--- src/rtl/mi4_pkg.sv ---
// ----------------------------------------------------------------------------
// mi4_pkg
// Shared types, widths and index helpers for the 4x4 matrix inverse core.
// ----------------------------------------------------------------------------
`default_nettype none

package mi4_pkg;

    localparam int ELEM_W = 16;   // Q8.8 input element
    localparam int ADJ_W  = 48;   // exact 3x3 cofactor
    localparam int PROD_W = 64;   // shared multiplier result
    localparam int DET_W  = 67;   // exact Q35.32 determinant
    localparam int INV_W  = 32;   // Q16.16 inverse element
    localparam int DOUT_W = 64;   // saturated determinant output
    localparam int NUM_W  = ADJ_W + 24;     // scaled numerator
    localparam int DSH_W  = DET_W + 31;     // shifted divisor

    // sequencer states
    typedef enum logic [4:0] {
        S_LOAD = 5'b00001,
        S_COF  = 5'b00010,
        S_DET  = 5'b00100,
        S_DIV  = 5'b01000,
        S_OUT  = 5'b10000
    } t_state;

    // divider request and response
    typedef struct packed {
        logic                    start;
        logic signed [ADJ_W-1:0] adj;
        logic signed [DET_W-1:0] det;
    } t_div_req;

    typedef struct packed {
        logic             done;
        logic [INV_W-1:0] quot;
    } t_div_rsp;

    // column picked for minor row k by permutation p of three
    function automatic logic [1:0] perm_col(input logic [2:0] p, input logic [1:0] k);
        logic [5:0] cols;
        begin
            unique case (p)
                3'd0:    cols = {2'd2, 2'd1, 2'd0};
                3'd1:    cols = {2'd0, 2'd2, 2'd1};
                3'd2:    cols = {2'd1, 2'd0, 2'd2};
                3'd3:    cols = {2'd1, 2'd2, 2'd0};
                3'd4:    cols = {2'd2, 2'd0, 2'd1};
                3'd5:    cols = {2'd0, 2'd1, 2'd2};
                default: cols = {2'd2, 2'd1, 2'd0};
            endcase
            unique case (k)
                2'd0:    return cols[1:0];
                2'd1:    return cols[3:2];
                default: return cols[5:4];
            endcase
        end
    endfunction

    // odd permutations carry a minus sign
    function automatic logic perm_neg(input logic [2:0] p);
        return (p >= 3'd3);
    endfunction

    // minor index k mapped to a full index, skipping index s
    function automatic logic [1:0] skip_idx(input logic [1:0] k, input logic [1:0] s);
        return (k < s) ? k : k + 2'd1;
    endfunction

endpackage

`default_nettype wire

--- src/rtl/matrix_inverse_4x4_core.sv ---
// ----------------------------------------------------------------------------
// matrix_inverse_4x4_core
// 4x4 matrix inverse by adjugate: loads 16 Q8.8 elements, forms the cofactors
// and determinant on one shared multiplier, then divides on a serial divider.
// ----------------------------------------------------------------------------
// Loading takes one element a cycle while the sequencer is in its load state.
// Each cofactor sums six permutation terms on the shared multiplier; the
// determinant follows. Each result then goes to the one-bit-a-cycle divider,
// which is skipped when singular; no input is taken until all are sent.
// Synchronous active-low reset returns the sequencer to loading at element 0.
`default_nettype none

module matrix_inverse_4x4_core (
    input  wire logic                                i_clk,
    input  wire logic                                i_rst_n,
    input  wire logic                                i_valid,
    input  wire logic signed [mi4_pkg::ELEM_W-1:0]   i_element,
    output logic                                     o_stall,
    output logic                                     o_valid,
    output logic signed [mi4_pkg::INV_W-1:0]         o_inverse_element,
    output logic signed [mi4_pkg::DOUT_W-1:0]        o_determinant,
    output logic                                     o_singular,
    output logic                                     o_last,
    input  wire logic                                i_stall
);
    import mi4_pkg::*;

    // control registers
    t_state       r_state,    n_state;
    logic [3:0]   r_load_cnt, n_load_cnt;
    logic [3:0]   r_cof,      n_cof;
    logic [2:0]   r_perm,     n_perm;
    logic [1:0]   r_ph,       n_ph;
    logic [3:0]   r_k,        n_k;
    logic         r_div_run,  n_div_run;
    logic         r_ovalid,   n_ovalid;

    // payload registers
    logic signed [ELEM_W-1:0] r_p,       n_p;
    logic signed [ADJ_W-1:0]  r_acc,     n_acc;
    logic signed [DET_W-1:0]  r_det,     n_det;
    logic signed [INV_W-1:0]  r_inv,     n_inv;
    logic signed [DOUT_W-1:0] r_det_out, n_det_out;
    logic                     r_sing,    n_sing;
    logic                     r_last,    n_last;
    logic signed [ELEM_W-1:0] r_mat [16];
    logic signed [ADJ_W-1:0]  r_adj [16];

    logic                     in_xfer;
    logic                     adj_we;
    logic [1:0]               cof_i, cof_j;
    logic [1:0]               row_sel, col_sel;
    logic signed [ELEM_W-1:0] elem_rd;
    logic [3:0]               adj_idx;
    logic signed [ADJ_W-1:0]  adj_rd;
    logic signed [ADJ_W-1:0]  mul_a;
    logic signed [PROD_W-1:0] prod;
    logic signed [ADJ_W-1:0]  term;
    logic                     term_neg;
    logic signed [ADJ_W-1:0]  acc_next;
    logic                     det_zero;
    logic                     det_fits;
    logic signed [DOUT_W-1:0] det_sat;
    t_div_req                 div_req;
    t_div_rsp                 div_rsp;

    assign in_xfer = i_valid && !o_stall;
    assign o_stall = (r_state != S_LOAD);

    // element and cofactor read selection
    assign cof_i   = r_cof[3:2];
    assign cof_j   = r_cof[1:0];
    assign row_sel = (r_state == S_DET) ? 2'd0 : skip_idx(r_ph, cof_j);
    assign col_sel = (r_state == S_DET) ? r_cof[1:0]
                                        : skip_idx(perm_col(r_perm, r_ph), cof_i);
    assign elem_rd = r_mat[{row_sel, col_sel}];
    assign adj_idx = (r_state == S_DET) ? {r_cof[1:0], 2'b00} : r_k;
    assign adj_rd  = r_adj[adj_idx];

    // shared multiplier operand select
    always_comb begin
        priority if (r_state == S_COF && r_ph == 2'd1) begin
            mul_a = {{(ADJ_W - ELEM_W){r_p[ELEM_W-1]}}, r_p};
        end else if (r_state == S_COF && r_ph == 2'd2) begin
            mul_a = prod[ADJ_W-1:0];
        end else begin
            mul_a = adj_rd;
        end
    end

    mi4_mul u_mul (
        .i_clk  (i_clk),
        .i_a    (mul_a),
        .i_b    (elem_rd),
        .o_prod (prod)
    );

    // cofactor accumulate with permutation and checkerboard sign
    assign term     = prod[ADJ_W-1:0];
    assign term_neg = perm_neg(r_perm) ^ cof_i[0] ^ cof_j[0];
    assign acc_next = term_neg ? r_acc - term : r_acc + term;

    // determinant status
    assign det_zero = (r_det == '0);
    assign det_fits = (&r_det[DET_W-1:DOUT_W-1]) || !(|r_det[DET_W-1:DOUT_W-1]);
    assign det_sat  = det_fits ? r_det[DOUT_W-1:0]
                    : (r_det[DET_W-1] ? 64'h8000_0000_0000_0000 : 64'h7FFF_FFFF_FFFF_FFFF);

    // divider
    assign div_req.start = (r_state == S_DIV) && !det_zero && !r_div_run;
    assign div_req.adj   = adj_rd;
    assign div_req.det   = r_det;

    mi4_div u_div (
        .i_clk   (i_clk),
        .i_rst_n (i_rst_n),
        .i_req   (div_req),
        .o_rsp   (div_rsp)
    );

    // sequencer
    always_comb begin
        n_state    = r_state;
        n_load_cnt = r_load_cnt;
        n_cof      = r_cof;
        n_perm     = r_perm;
        n_ph       = r_ph;
        n_k        = r_k;
        n_div_run  = r_div_run;
        n_ovalid   = r_ovalid;
        n_p        = r_p;
        n_acc      = r_acc;
        n_det      = r_det;
        n_inv      = r_inv;
        n_det_out  = r_det_out;
        n_sing     = r_sing;
        n_last     = r_last;
        adj_we     = 1'b0;
        unique case (r_state)
            S_LOAD: begin
                if (in_xfer) begin
                    n_load_cnt = r_load_cnt + 4'd1;
                    if (r_load_cnt == 4'd15) begin
                        n_state = S_COF;
                        n_cof   = '0;
                        n_perm  = '0;
                        n_ph    = '0;
                        n_acc   = '0;
                    end
                end
            end
            S_COF: begin
                n_ph = r_ph + 2'd1;
                if (r_ph == 2'd0) begin
                    n_p = elem_rd;
                end
                if (r_ph == 2'd3) begin
                    n_acc = acc_next;
                    if (r_perm == 3'd5) begin
                        adj_we = 1'b1;
                        n_acc  = '0;
                        n_perm = '0;
                        n_cof  = r_cof + 4'd1;
                        if (r_cof == 4'd15) begin
                            n_state = S_DET;
                            n_det   = '0;
                        end
                    end else begin
                        n_perm = r_perm + 3'd1;
                    end
                end
            end
            S_DET: begin
                if (r_ph == 2'd1) begin
                    n_ph  = 2'd0;
                    n_det = r_det + {{(DET_W - PROD_W){prod[PROD_W-1]}}, prod};
                    n_cof = r_cof + 4'd1;
                    if (r_cof == 4'd3) begin
                        n_state = S_DIV;
                        n_cof   = '0;
                        n_k     = '0;
                    end
                end else begin
                    n_ph = 2'd1;
                end
            end
            S_DIV: begin
                if (det_zero || (r_div_run && div_rsp.done)) begin
                    n_state   = S_OUT;
                    n_div_run = 1'b0;
                    n_ovalid  = 1'b1;
                    n_inv     = det_zero ? '0 : div_rsp.quot;
                    n_det_out = det_sat;
                    n_sing    = det_zero;
                    n_last    = (r_k == 4'd15);
                end else if (!r_div_run) begin
                    n_div_run = 1'b1;
                end
            end
            S_OUT: begin
                if (!i_stall) begin
                    n_ovalid = 1'b0;
                    n_k      = r_k + 4'd1;
                    n_state  = (r_k == 4'd15) ? S_LOAD : S_DIV;
                end
            end
            default: begin
                n_state = S_LOAD;
            end
        endcase
    end

    // control state
    always_ff @(posedge i_clk) begin
        if (!i_rst_n) begin
            r_state    <= S_LOAD;
            r_load_cnt <= '0;
            r_cof      <= '0;
            r_perm     <= '0;
            r_ph       <= '0;
            r_k        <= '0;
            r_div_run  <= 1'b0;
            r_ovalid   <= 1'b0;
        end else begin
            r_state    <= n_state;
            r_load_cnt <= n_load_cnt;
            r_cof      <= n_cof;
            r_perm     <= n_perm;
            r_ph       <= n_ph;
            r_k        <= n_k;
            r_div_run  <= n_div_run;
            r_ovalid   <= n_ovalid;
        end
    end

    // payload state
    always_ff @(posedge i_clk) begin
        r_p       <= n_p;
        r_acc     <= n_acc;
        r_det     <= n_det;
        r_inv     <= n_inv;
        r_det_out <= n_det_out;
        r_sing    <= n_sing;
        r_last    <= n_last;
    end

    // matrix and cofactor stores
    always_ff @(posedge i_clk) begin
        if (in_xfer) begin
            r_mat[r_load_cnt] <= i_element;
        end
        if (adj_we) begin
            r_adj[{cof_i, cof_j}] <= acc_next;
        end
    end

    assign o_valid           = r_ovalid;
    assign o_inverse_element = r_inv;
    assign o_determinant     = r_det_out;
    assign o_singular        = r_sing;
    assign o_last            = r_last;

    // checks
    a_sing_zero: assert property (@(posedge i_clk) disable iff (!i_rst_n)
        o_valid && o_singular |-> o_inverse_element == '0)
        else $error("singular result with nonzero element");

    a_valid_out: assert property (@(posedge i_clk) disable iff (!i_rst_n)
        o_valid |-> r_state == S_OUT)
        else $error("result shown outside output state");

    a_last_k: assert property (@(posedge i_clk) disable iff (!i_rst_n)
        o_valid && o_last |-> r_k == 4'd15)
        else $error("last flag on wrong element");

    a_no_load: assert property (@(posedge i_clk) disable iff (!i_rst_n)
        r_div_run |-> r_state == S_DIV)
        else $error("divider running outside divide state");

endmodule

`default_nettype wire

--- src/rtl/mi4_mul.sv ---
// ----------------------------------------------------------------------------
// mi4_mul
// Shared signed 48x16 multiplier with a registered product.
// ----------------------------------------------------------------------------
`default_nettype none

module mi4_mul (
    input  wire logic                                i_clk,
    input  wire logic signed [mi4_pkg::ADJ_W-1:0]    i_a,
    input  wire logic signed [mi4_pkg::ELEM_W-1:0]   i_b,
    output logic signed [mi4_pkg::PROD_W-1:0]        o_prod
);
    import mi4_pkg::*;

    logic signed [PROD_W-1:0] r_prod;

    // product register
    always_ff @(posedge i_clk) begin
        r_prod <= PROD_W'(i_a * i_b);
    end

    assign o_prod = r_prod;

endmodule

`default_nettype wire

--- src/rtl/mi4_div.sv ---
// ----------------------------------------------------------------------------
// mi4_div
// Restoring divider: floor(|adj| * 2^24 / |det|), one quotient bit a cycle,
// then sign and saturation to Q16.16.
// ----------------------------------------------------------------------------
`default_nettype none

module mi4_div (
    input  wire logic              i_clk,
    input  wire logic              i_rst_n,
    input  wire mi4_pkg::t_div_req i_req,
    output mi4_pkg::t_div_rsp      o_rsp
);
    import mi4_pkg::*;

    logic [ADJ_W-1:0]   a_mag;
    logic [DET_W-1:0]   d_mag;
    logic [NUM_W-1:0]   num;
    logic               sat_now;
    logic               ge;

    logic [NUM_W-1:0]   r_rem;
    logic [DSH_W-1:0]   r_dsh;
    logic [INV_W-1:0]   r_q;
    logic [4:0]         r_cnt;
    logic               r_busy;
    logic               r_done;
    logic               r_neg;
    logic               r_sat;

    // operand magnitudes and the overflow check
    assign a_mag   = i_req.adj[ADJ_W-1] ? ADJ_W'(-i_req.adj) : ADJ_W'(i_req.adj);
    assign d_mag   = i_req.det[DET_W-1] ? DET_W'(-i_req.det) : DET_W'(i_req.det);
    assign num     = {a_mag, 24'd0};
    assign sat_now = {{(DET_W + 32 - NUM_W){1'b0}}, num} >= {d_mag, 32'd0};

    // trial subtract
    assign ge = {{(DSH_W - NUM_W){1'b0}}, r_rem} >= r_dsh;

    // control
    always_ff @(posedge i_clk) begin
        if (!i_rst_n) begin
            r_busy <= 1'b0;
            r_done <= 1'b0;
            r_cnt  <= '0;
        end else begin
            r_done <= 1'b0;
            if (i_req.start) begin
                r_busy <= 1'b1;
                r_cnt  <= '0;
            end else if (r_busy) begin
                r_cnt <= r_cnt + 5'd1;
                if (r_cnt == 5'd31) begin
                    r_busy <= 1'b0;
                    r_done <= 1'b1;
                end
            end
        end
    end

    // datapath
    always_ff @(posedge i_clk) begin
        if (i_req.start) begin
            r_rem <= num;
            r_dsh <= {d_mag, 31'd0};
            r_q   <= '0;
            r_neg <= i_req.adj[ADJ_W-1] ^ i_req.det[DET_W-1];
            r_sat <= sat_now;
        end else if (r_busy) begin
            if (ge) begin
                r_rem <= r_rem - r_dsh[NUM_W-1:0];
            end
            r_q   <= {r_q[INV_W-2:0], ge};
            r_dsh <= r_dsh >> 1;
        end
    end

    // sign and saturation
    always_comb begin
        o_rsp.done = r_done;
        if (r_sat) begin
            o_rsp.quot = r_neg ? 32'h8000_0000 : 32'h7FFF_FFFF;
        end else if (r_neg) begin
            o_rsp.quot = (r_q > 32'h8000_0000) ? 32'h8000_0000 : INV_W'(-r_q);
        end else begin
            o_rsp.quot = r_q[INV_W-1] ? 32'h7FFF_FFFF : r_q;
        end
    end

endmodule

`default_nettype wire

--- config.mk ---
export PLATFORM = sky130hd
export DESIGN_NAME = matrix_inverse_4x4_core
export DESIGN_NICKNAME = d
export VERILOG_FILES = /design/src/rtl/mi4_pkg.sv /design/src/rtl/matrix_inverse_4x4_core.sv /design/src/rtl/mi4_mul.sv /design/src/rtl/mi4_div.sv
export SDC_FILE = /design/constraint.sdc
export NUM_CORES = 2
export LEC_CHECK = 0
export BUFFER_PORTS_ARGS = -buffer_cell sky130_fd_sc_hd__buf_4
export CAP_MARGIN = 20
export CORE_UTILIZATION = 48
export DETAILED_ROUTE_END_ITERATION = 10
export SLEW_MARGIN = 40
export SYNTH_ARGS = -nofsm -noshare
export SYNTH_HDL_FRONTEND = slang
export SYNTH_SLANG_ARGS = --single-unit
--- constraint.sdc ---
create_clock -name i_clk -period 12.9 [get_ports i_clk]
set_clock_uncertainty 0.15 [all_clocks]
set_input_delay 2.58 -clock i_clk [delete_from_list [all_inputs] [get_ports i_clk]]
set_output_delay 2.58 -clock i_clk [all_outputs]
set_load 0.02 [all_outputs]
# Word level (Yosys, flattened, before mapping)

Memories as Yosys holds them, arrays and structs flattened.
Index checks and enable logic that the tools add are counted.
Widths: inputs -> output; s select.

Equality and inequality tests: 28
Add/subtract/negate cells: 14
Multipliers: 1
Reductions and logical operators: 37
Order comparisons: 6
Mux-type cells: 80
Bitwise gates (word level): 5

Operators with widths:

| cell                 | count |
|---|---|
| $mux 48              | 8 |
| $mux 67              | 5 |
| $mux 72              | 3 |
| $mux 98              | 2 |
| $pmux 67 s2          | 1 |
| $mux 32              | 4 |
| $mux 64              | 2 |
| $ge 72x99->1         | 1 |
| $ge 72x98->1         | 1 |
| $pmux 48 s2          | 1 |
| $sub 72x72->72       | 1 |
| $add 67x67->67       | 1 |
| $logic_not 67->1     | 1 |
| $neg 67->67          | 1 |
| $mul 48x16->64       | 1 |
| $add 48x48->48       | 1 |
| $neg 48->48          | 1 |
| $sub 48x48->48       | 1 |
| $mux 5               | 9 |
| $mux 4               | 11 |
| $gt 32x32->1 const B | 1 |
| $neg 32->32          | 1 |
| $mux 31              | 1 |
| $pmux 6 s5           | 1 |
| other kinds (48)     | 111 |

Word-level logic and storage cells: 199
Input bits: 20
Memories: 2
Register bits after elaboration: 528
Memory bits (writable): 1024
Output and inout bits: 100

Memory list:

| name  | words | bits a word | read ports | clocked after memory_dff | wr ports | RTL line                      | text |
|---|---|---|---|---|---|---|---|
| r_adj | 16    | 48          | 1          | 0                        | 1        | matrix_inverse_4x4_core.sv:47 | `logic signed [ADJ_W-1:0] r_adj [16];` |
| r_mat | 16    | 16          | 1          | 0                        | 1        | matrix_inverse_4x4_core.sv:46 | `logic signed [ELEM_W-1:0] r_mat [16];` |

# Longest topological paths before layout

An unclocked memory read counts as a cell.

Depth in word-level cells: 8
Depth in mapped cells: 48
Depth with buffers taken out: 43

# Modules after synthesis

Synthesis repeated with hierarchy kept, for this count alone.

Cells, all modules: 9754
Area, all modules: 103613.1 µm²

By module, submodules not included:

| module                  | sequential area each (µm²) | cells each | instances | area an instance (µm²) |
|---|---|---|---|---|
| matrix_inverse_4x4_core | 38106.5                    | 4437       | 1         | 58424.8 |
| mi4_mul                 | 1281.2                     | 3152       | 1         | 27557.7 |
| mi4_div                 | 5395.2                     | 2165       | 1         | 17630.7 |

# Least setup slack after synthesis

OpenSTA, ideal clock, no wires.

Path type: register -> register
Start point: register r_ph[1]
End point: register u_mul.r_prod[62], in the netlist u_mul.o_prod[62]
Path buffers: 5
Stages on the path, launching flop included: 42
Library setup time: 0.106 ns
Required time: 12.644 ns
Period minus slack after synthesis: 10.936 ns
Arrival: 10.680 ns
Setup slack: 1.964 ns
Path through: dfxtp_1 > inv_1 > ha_1 > clkbuf_1 > nor2_1 > a221oi_1 > a21oi_1 > a221oi_1 > inv_1 > ha_1 > or2_2 > o21ai_0 > xor2_1 > a21oi_1 > clkbuf_1 > clkbuf_1 > mux4_2 > a221oi_1 > [6 not listed] > fa_1 > fa_1 > inv_1 > fa_1 > inv_1 > fa_1 > inv_1 > ha_1 > clkbuf_1 > nand4_1 > nor4_1 > and4_1 > or3_1 > a21bo_2 > a41oi_1 > o31ai_1 > o21ai_0 > o311ai_0

Word-level cells in the longest chain between the ends: 7
Elaborated cells on any way between the ends: 18
Classes of those cells: add/sub (2); mul (1); order compare (2); eq/ne (2); mux (7); reduce/logical (3); memory (1)

Ends and longest elaborated chain:

| element                                       | RTL line                                     | text |
|---|---|---|
| start, declared                               | matrix_inverse_4x4_core.sv:33                | `logic [1:0] r_ph, n_ph;` |
| start signal, assigned                        | matrix_inverse_4x4_core.sv:229               | `r_ph <= n_ph;` |
| $eq 2x1->1 or $logic_not 2->1 (tied branches) | mi4_pkg.sv:52, matrix_inverse_4x4_core.sv:82 |  |
| $pmux 2 s2                                    | mi4_pkg.sv:52                                | `unique case (k)` |
| $add 2x1->2 or $lt 2x2->1 (tied branches)     | mi4_pkg.sv:67                                | `return (k < s) ? k : k + 2'd1;` |
| $mux 2                                        | mi4_pkg.sv:67                                |  |
| $mux 2                                        | matrix_inverse_4x4_core.sv:74                | `assign col_sel = (r_state == S_DET) ? r_cof[1:0]` |
| $mem_v2 16x16                                 | n/a                                          |  |
| $mul 48x16->64 (*)                            | mi4_mul.sv:19                                | `r_prod <= PROD_W'(i_a * i_b);` |
| end signal, assigned                          | mi4_mul.sv:19                                |  |
| end, declared                                 | mi4_mul.sv:15                                | `logic signed [PROD_W-1:0] r_prod;` |

Mark *: on every way between the ends. The rest lies on a longest branch, timed or not.
A chain may end at the register's enable or synchronous reset.

# Worst setup path after layout

Start point: register r_ph[1]
End point: register u_mul.r_prod[61], in the netlist u_mul.o_prod[61]

Same word-level chain as after synthesis.

==> flow_metrics.py <==
metrics = {
    "sta": {
        "fin_ws_ps": 995,
        "rsz0062_at_grt": "no",
        "max_slew_margin_pct": 35.2,
        "hold_viol": 0,
        "worst_pin_slew_ps": 967,
        "final-setup-viol-count": 0,
        "min_period_over_period_pct": 92.3,
        "hold_ws_ps": 308,
        "slew_viol_final": 0,
        "fin_crit_ps": 11900,
        "setup_tns_ps": 0,
        "clock.fmax_mhz": 84.0,
    },
    "pwr": {
        "power.switching_mw": 2.98,
        "power_density_nw_per_um2": 104,
        "clock_power_share_pct": 41.7,
        "p_seq_share_pct": 48.8,
        "power.share.combinational_pct": 9.5,
        "p_int_mw": 8.94,
        "leakage_nw": 46.4,
        "vdd_drop_max_mv": 0.152,
        "switching_share_pct": 25.0,
    },
    "placement": {
        "port_buffers": 119,
        "dp_slack_ps": 828,
        "gp_congestion": 0.956,
        "hpwl_um": 235000,
        "place_area_um2": 109000,
    },
    "yosys": {
        "ys.flop_type": "edfxtp_1",
        "ys_seq_area_share_pct": 43.6,
        "synth_area_um2": 103000,
        "syn-instance-count": 9409,
        "ys_async_sr_fraction_pct": 0,
        "synth_area_per_cell_um2": 10.9,
        "ys_top_cells_by_area": "edfxtp_1 (40%), fa_1 (14%), ha_1 (4.8%), inv_1 (3.8%), nand2_1 (3.7%)",
        "ys_types": 101,
        "synth_edf_count": 1370,
        "ys_ff_latch": 1552,
        "yosys.area.top_type_share_pct": 40.0,
        "synthesis.nets": 10500,
        "yosysWarnings": 0,
        "synth_largest_area_cell": "edfxtp_1",
    },
    "status": {
        "status": "finished, violations left",
        "violations": "design-rule violations",
    },
    "clock_tree": {
        "cts.htree.levels": 4,
        "cts_setup_buffers": 0,
        "clockBufferDepth": 3,
        "cts_tree": "done",
        "cts_sinks": 1552,
        "cts_resized": 0,
        "clkTransAtPathRegs_ps": 60,
        "holdBufCountCts": 0,
        "cts-root-buf": "clkbuf_16",
        "insertion_delay_ps": 840,
        "numCtsBuffers": 168,
    },
    "worst_setup_path": {
        "path_delay_family": "adder cells",
        "cp_data_arrival_time_ps": 12490,
        "start_kind": "flip-flop",
        "crit_slowest_cell": "fa_1",
        "critPathMaxFanout": 23,
        "crit_buf_inv": 15,
        "critPathMaxStageDelay_ps": 540,
        "worstSetupPathType": "flip-flop to flip-flop",
        "end_kind": "flip-flop",
        "required_ps": 13490,
        "cp_common_cell": "inv_1",
    },
    "die": {
        "pin_count": 120,
        "coreArea_um2": 213000,
        "die_h_um": 465,
        "rows": 169,
        "dieArea_um2": 216000,
        "initial_core_util_pct": 48.4,
        "fp.dieW_um": 465,
    },
    "cells_and_area": {
        "area_growth_pct": 11.4,
        "fin_nets": 10600,
        "final_common_cell": "edfxtp_1",
        "nFillCells": 18500,
        "final_cell_mix": "edfxtp_1 (1370), inv_1 (1036), nand2_1 (997)",
        "fin_area_um2": 114000,
        "drive_gt1_share_pct": 11.1,
    },
    "drt": {
        "drtIter0Drc": 8575,
        "ant_nets": 0,
        "first_pass_iters": 11,
        "wirelength_um": 326000,
        "drc": 34,
        "route.vias.total": 75000,
        "wl_per_cell_um": 26.1,
        "via_per_inst": 6.01,
    },
    "global_routing": {
        "grt_first_pass_wirelength_um": 483000,
        "antenna_found_initial": 9,
        "track_usage_pct": 30.0,
        "overflow": 0,
        "grt_pass1_vias": 74400,
        "grt_max_degree": 114,
    },
    "worst_hold_path": {
        "hold_class": "flip-flop to flip-flop",
    },
    "job": {
        "maxCapViolCount": 0,
    },
}
[logic make-up after synthesis]
kind of cell | synth area share (%)
AND/OR/NAND/NOR | 11.7
AO/OA/AOI/OAI | 11.5
flip-flops | 43.6
buffers and inverters | 5.75
adder cells (fa/ha/maj) | 18.7
XOR/XNOR | 3.49
multiplexers | 5.39
[sequential cells by signal, summed over array words and instances, names as in the netlist, 4 cells and up]
| register | flops |
|---|---|
| o_inverse_element | 32 |
| u_div.r_dsh | 98 |
| r_state | 5 |
| r_p | 16 |
| r_det | 67 |
| u_div.r_q | 32 |
| r_mat | 256 |
| r_load_cnt | 4 |
| u_div.r_rem | 72 |
| r_adj | 768 |
| r_acc | 48 |
| o_determinant | 64 |
| u_mul.o_prod | 64 |
| r_k | 4 |
| r_cof | 4 |
| u_div.r_cnt | 5 |
[cells in the mapped netlist (all sizes together) (190+ instances only)]
master,instances
a21o,268
nand2,1003
mux2i,190
xor2,194
inv,1042
a21oi,441
xnor2,216
o21ai,406
nand3,196
edfxtp,1370
ha,393
fa,713
nor2,664
clkbuf,397
[final timing paths]
check                           slack, ps             from                to  cells after the start
worst min register to register        310  u_div.r_rem[14]   u_div.r_rem[14]                      2
worst max register to register       1000          r_ph[1]  u_mul.o_prod[61]                     47
worst min-delay path                  310  u_div.r_rem[14]   u_div.r_rem[14]                      2
worst max-delay path                 1000          r_ph[1]  u_mul.o_prod[61]                     47
[layout make-up]
| type | instances | area (µm²) | area share (%) |
|---|---|---|---|
| antenna | 8 | 20.0 | 0.0175 |
| clock buffer | 198 | 4370 | 3.82 |
| clock inverter | 115 | 1300 | 1.13 |
| inverter | 1047 | 3940 | 3.44 |
| multi-input combinational | 6307 | 53100 | 46.4 |
| sequential | 1552 | 44800 | 39.1 |
| tap | 2821 | 3530 | 3.08 |
| timing repair buffer | 436 | 3410 | 2.98 |
[worst register-to-register path, delay by kind of cell (launching register included)]
kind | cells | cell delay (ps)
adder cells (fa/ha/maj) | 9 | 4100
AO/OA/AOI/OAI | 15 | 3260
flip-flops | 1 | 370
multiplexers | 1 | 320
XOR/XNOR | 2 | 290
buffers and inverters | 15 | 2410
AND/OR/NAND/NOR | 5 | 950
[per-stage QoR]
step                      utilization [%]  total power, mW  std cells
after floorplan                         -             6.53       9409
after global placement               51.0             6.99      12200
after detailed placement             51.2             7.05      12200
after CTS                            53.8             12.0      12500
after global routing                 53.9             12.2      12500
final                                53.9             11.9      12500
[power by group through the flow]
stage          clock [mW]  combinational [mW]  sequential (mW)
3_5_place_dp            0                1.12             5.92
3_3_place_gp            0                1.07             5.92
4_1_cts              5.03                1.13             5.81
6_report             4.97                1.14             5.82
5_1_grt              5.21                1.23             5.82
2_1_floorplan           0               0.648             5.88
[per-layer routing]
metal / vias to the layer above / routed length (µm) / part of all wire (%) / global-route usage [%]
met5: - / 0 / 0 / 0
met4: 0 / 11700 / 3.6 / 9.87
met3: 555 / 29300 / 9.0 / 5.61
met2: 3429 / 146000 / 45 / 46.5
met1: 37900 / 139000 / 43 / 42.4
li1: 33100 / - / - / -
Power figures use the tool's default switching activity.
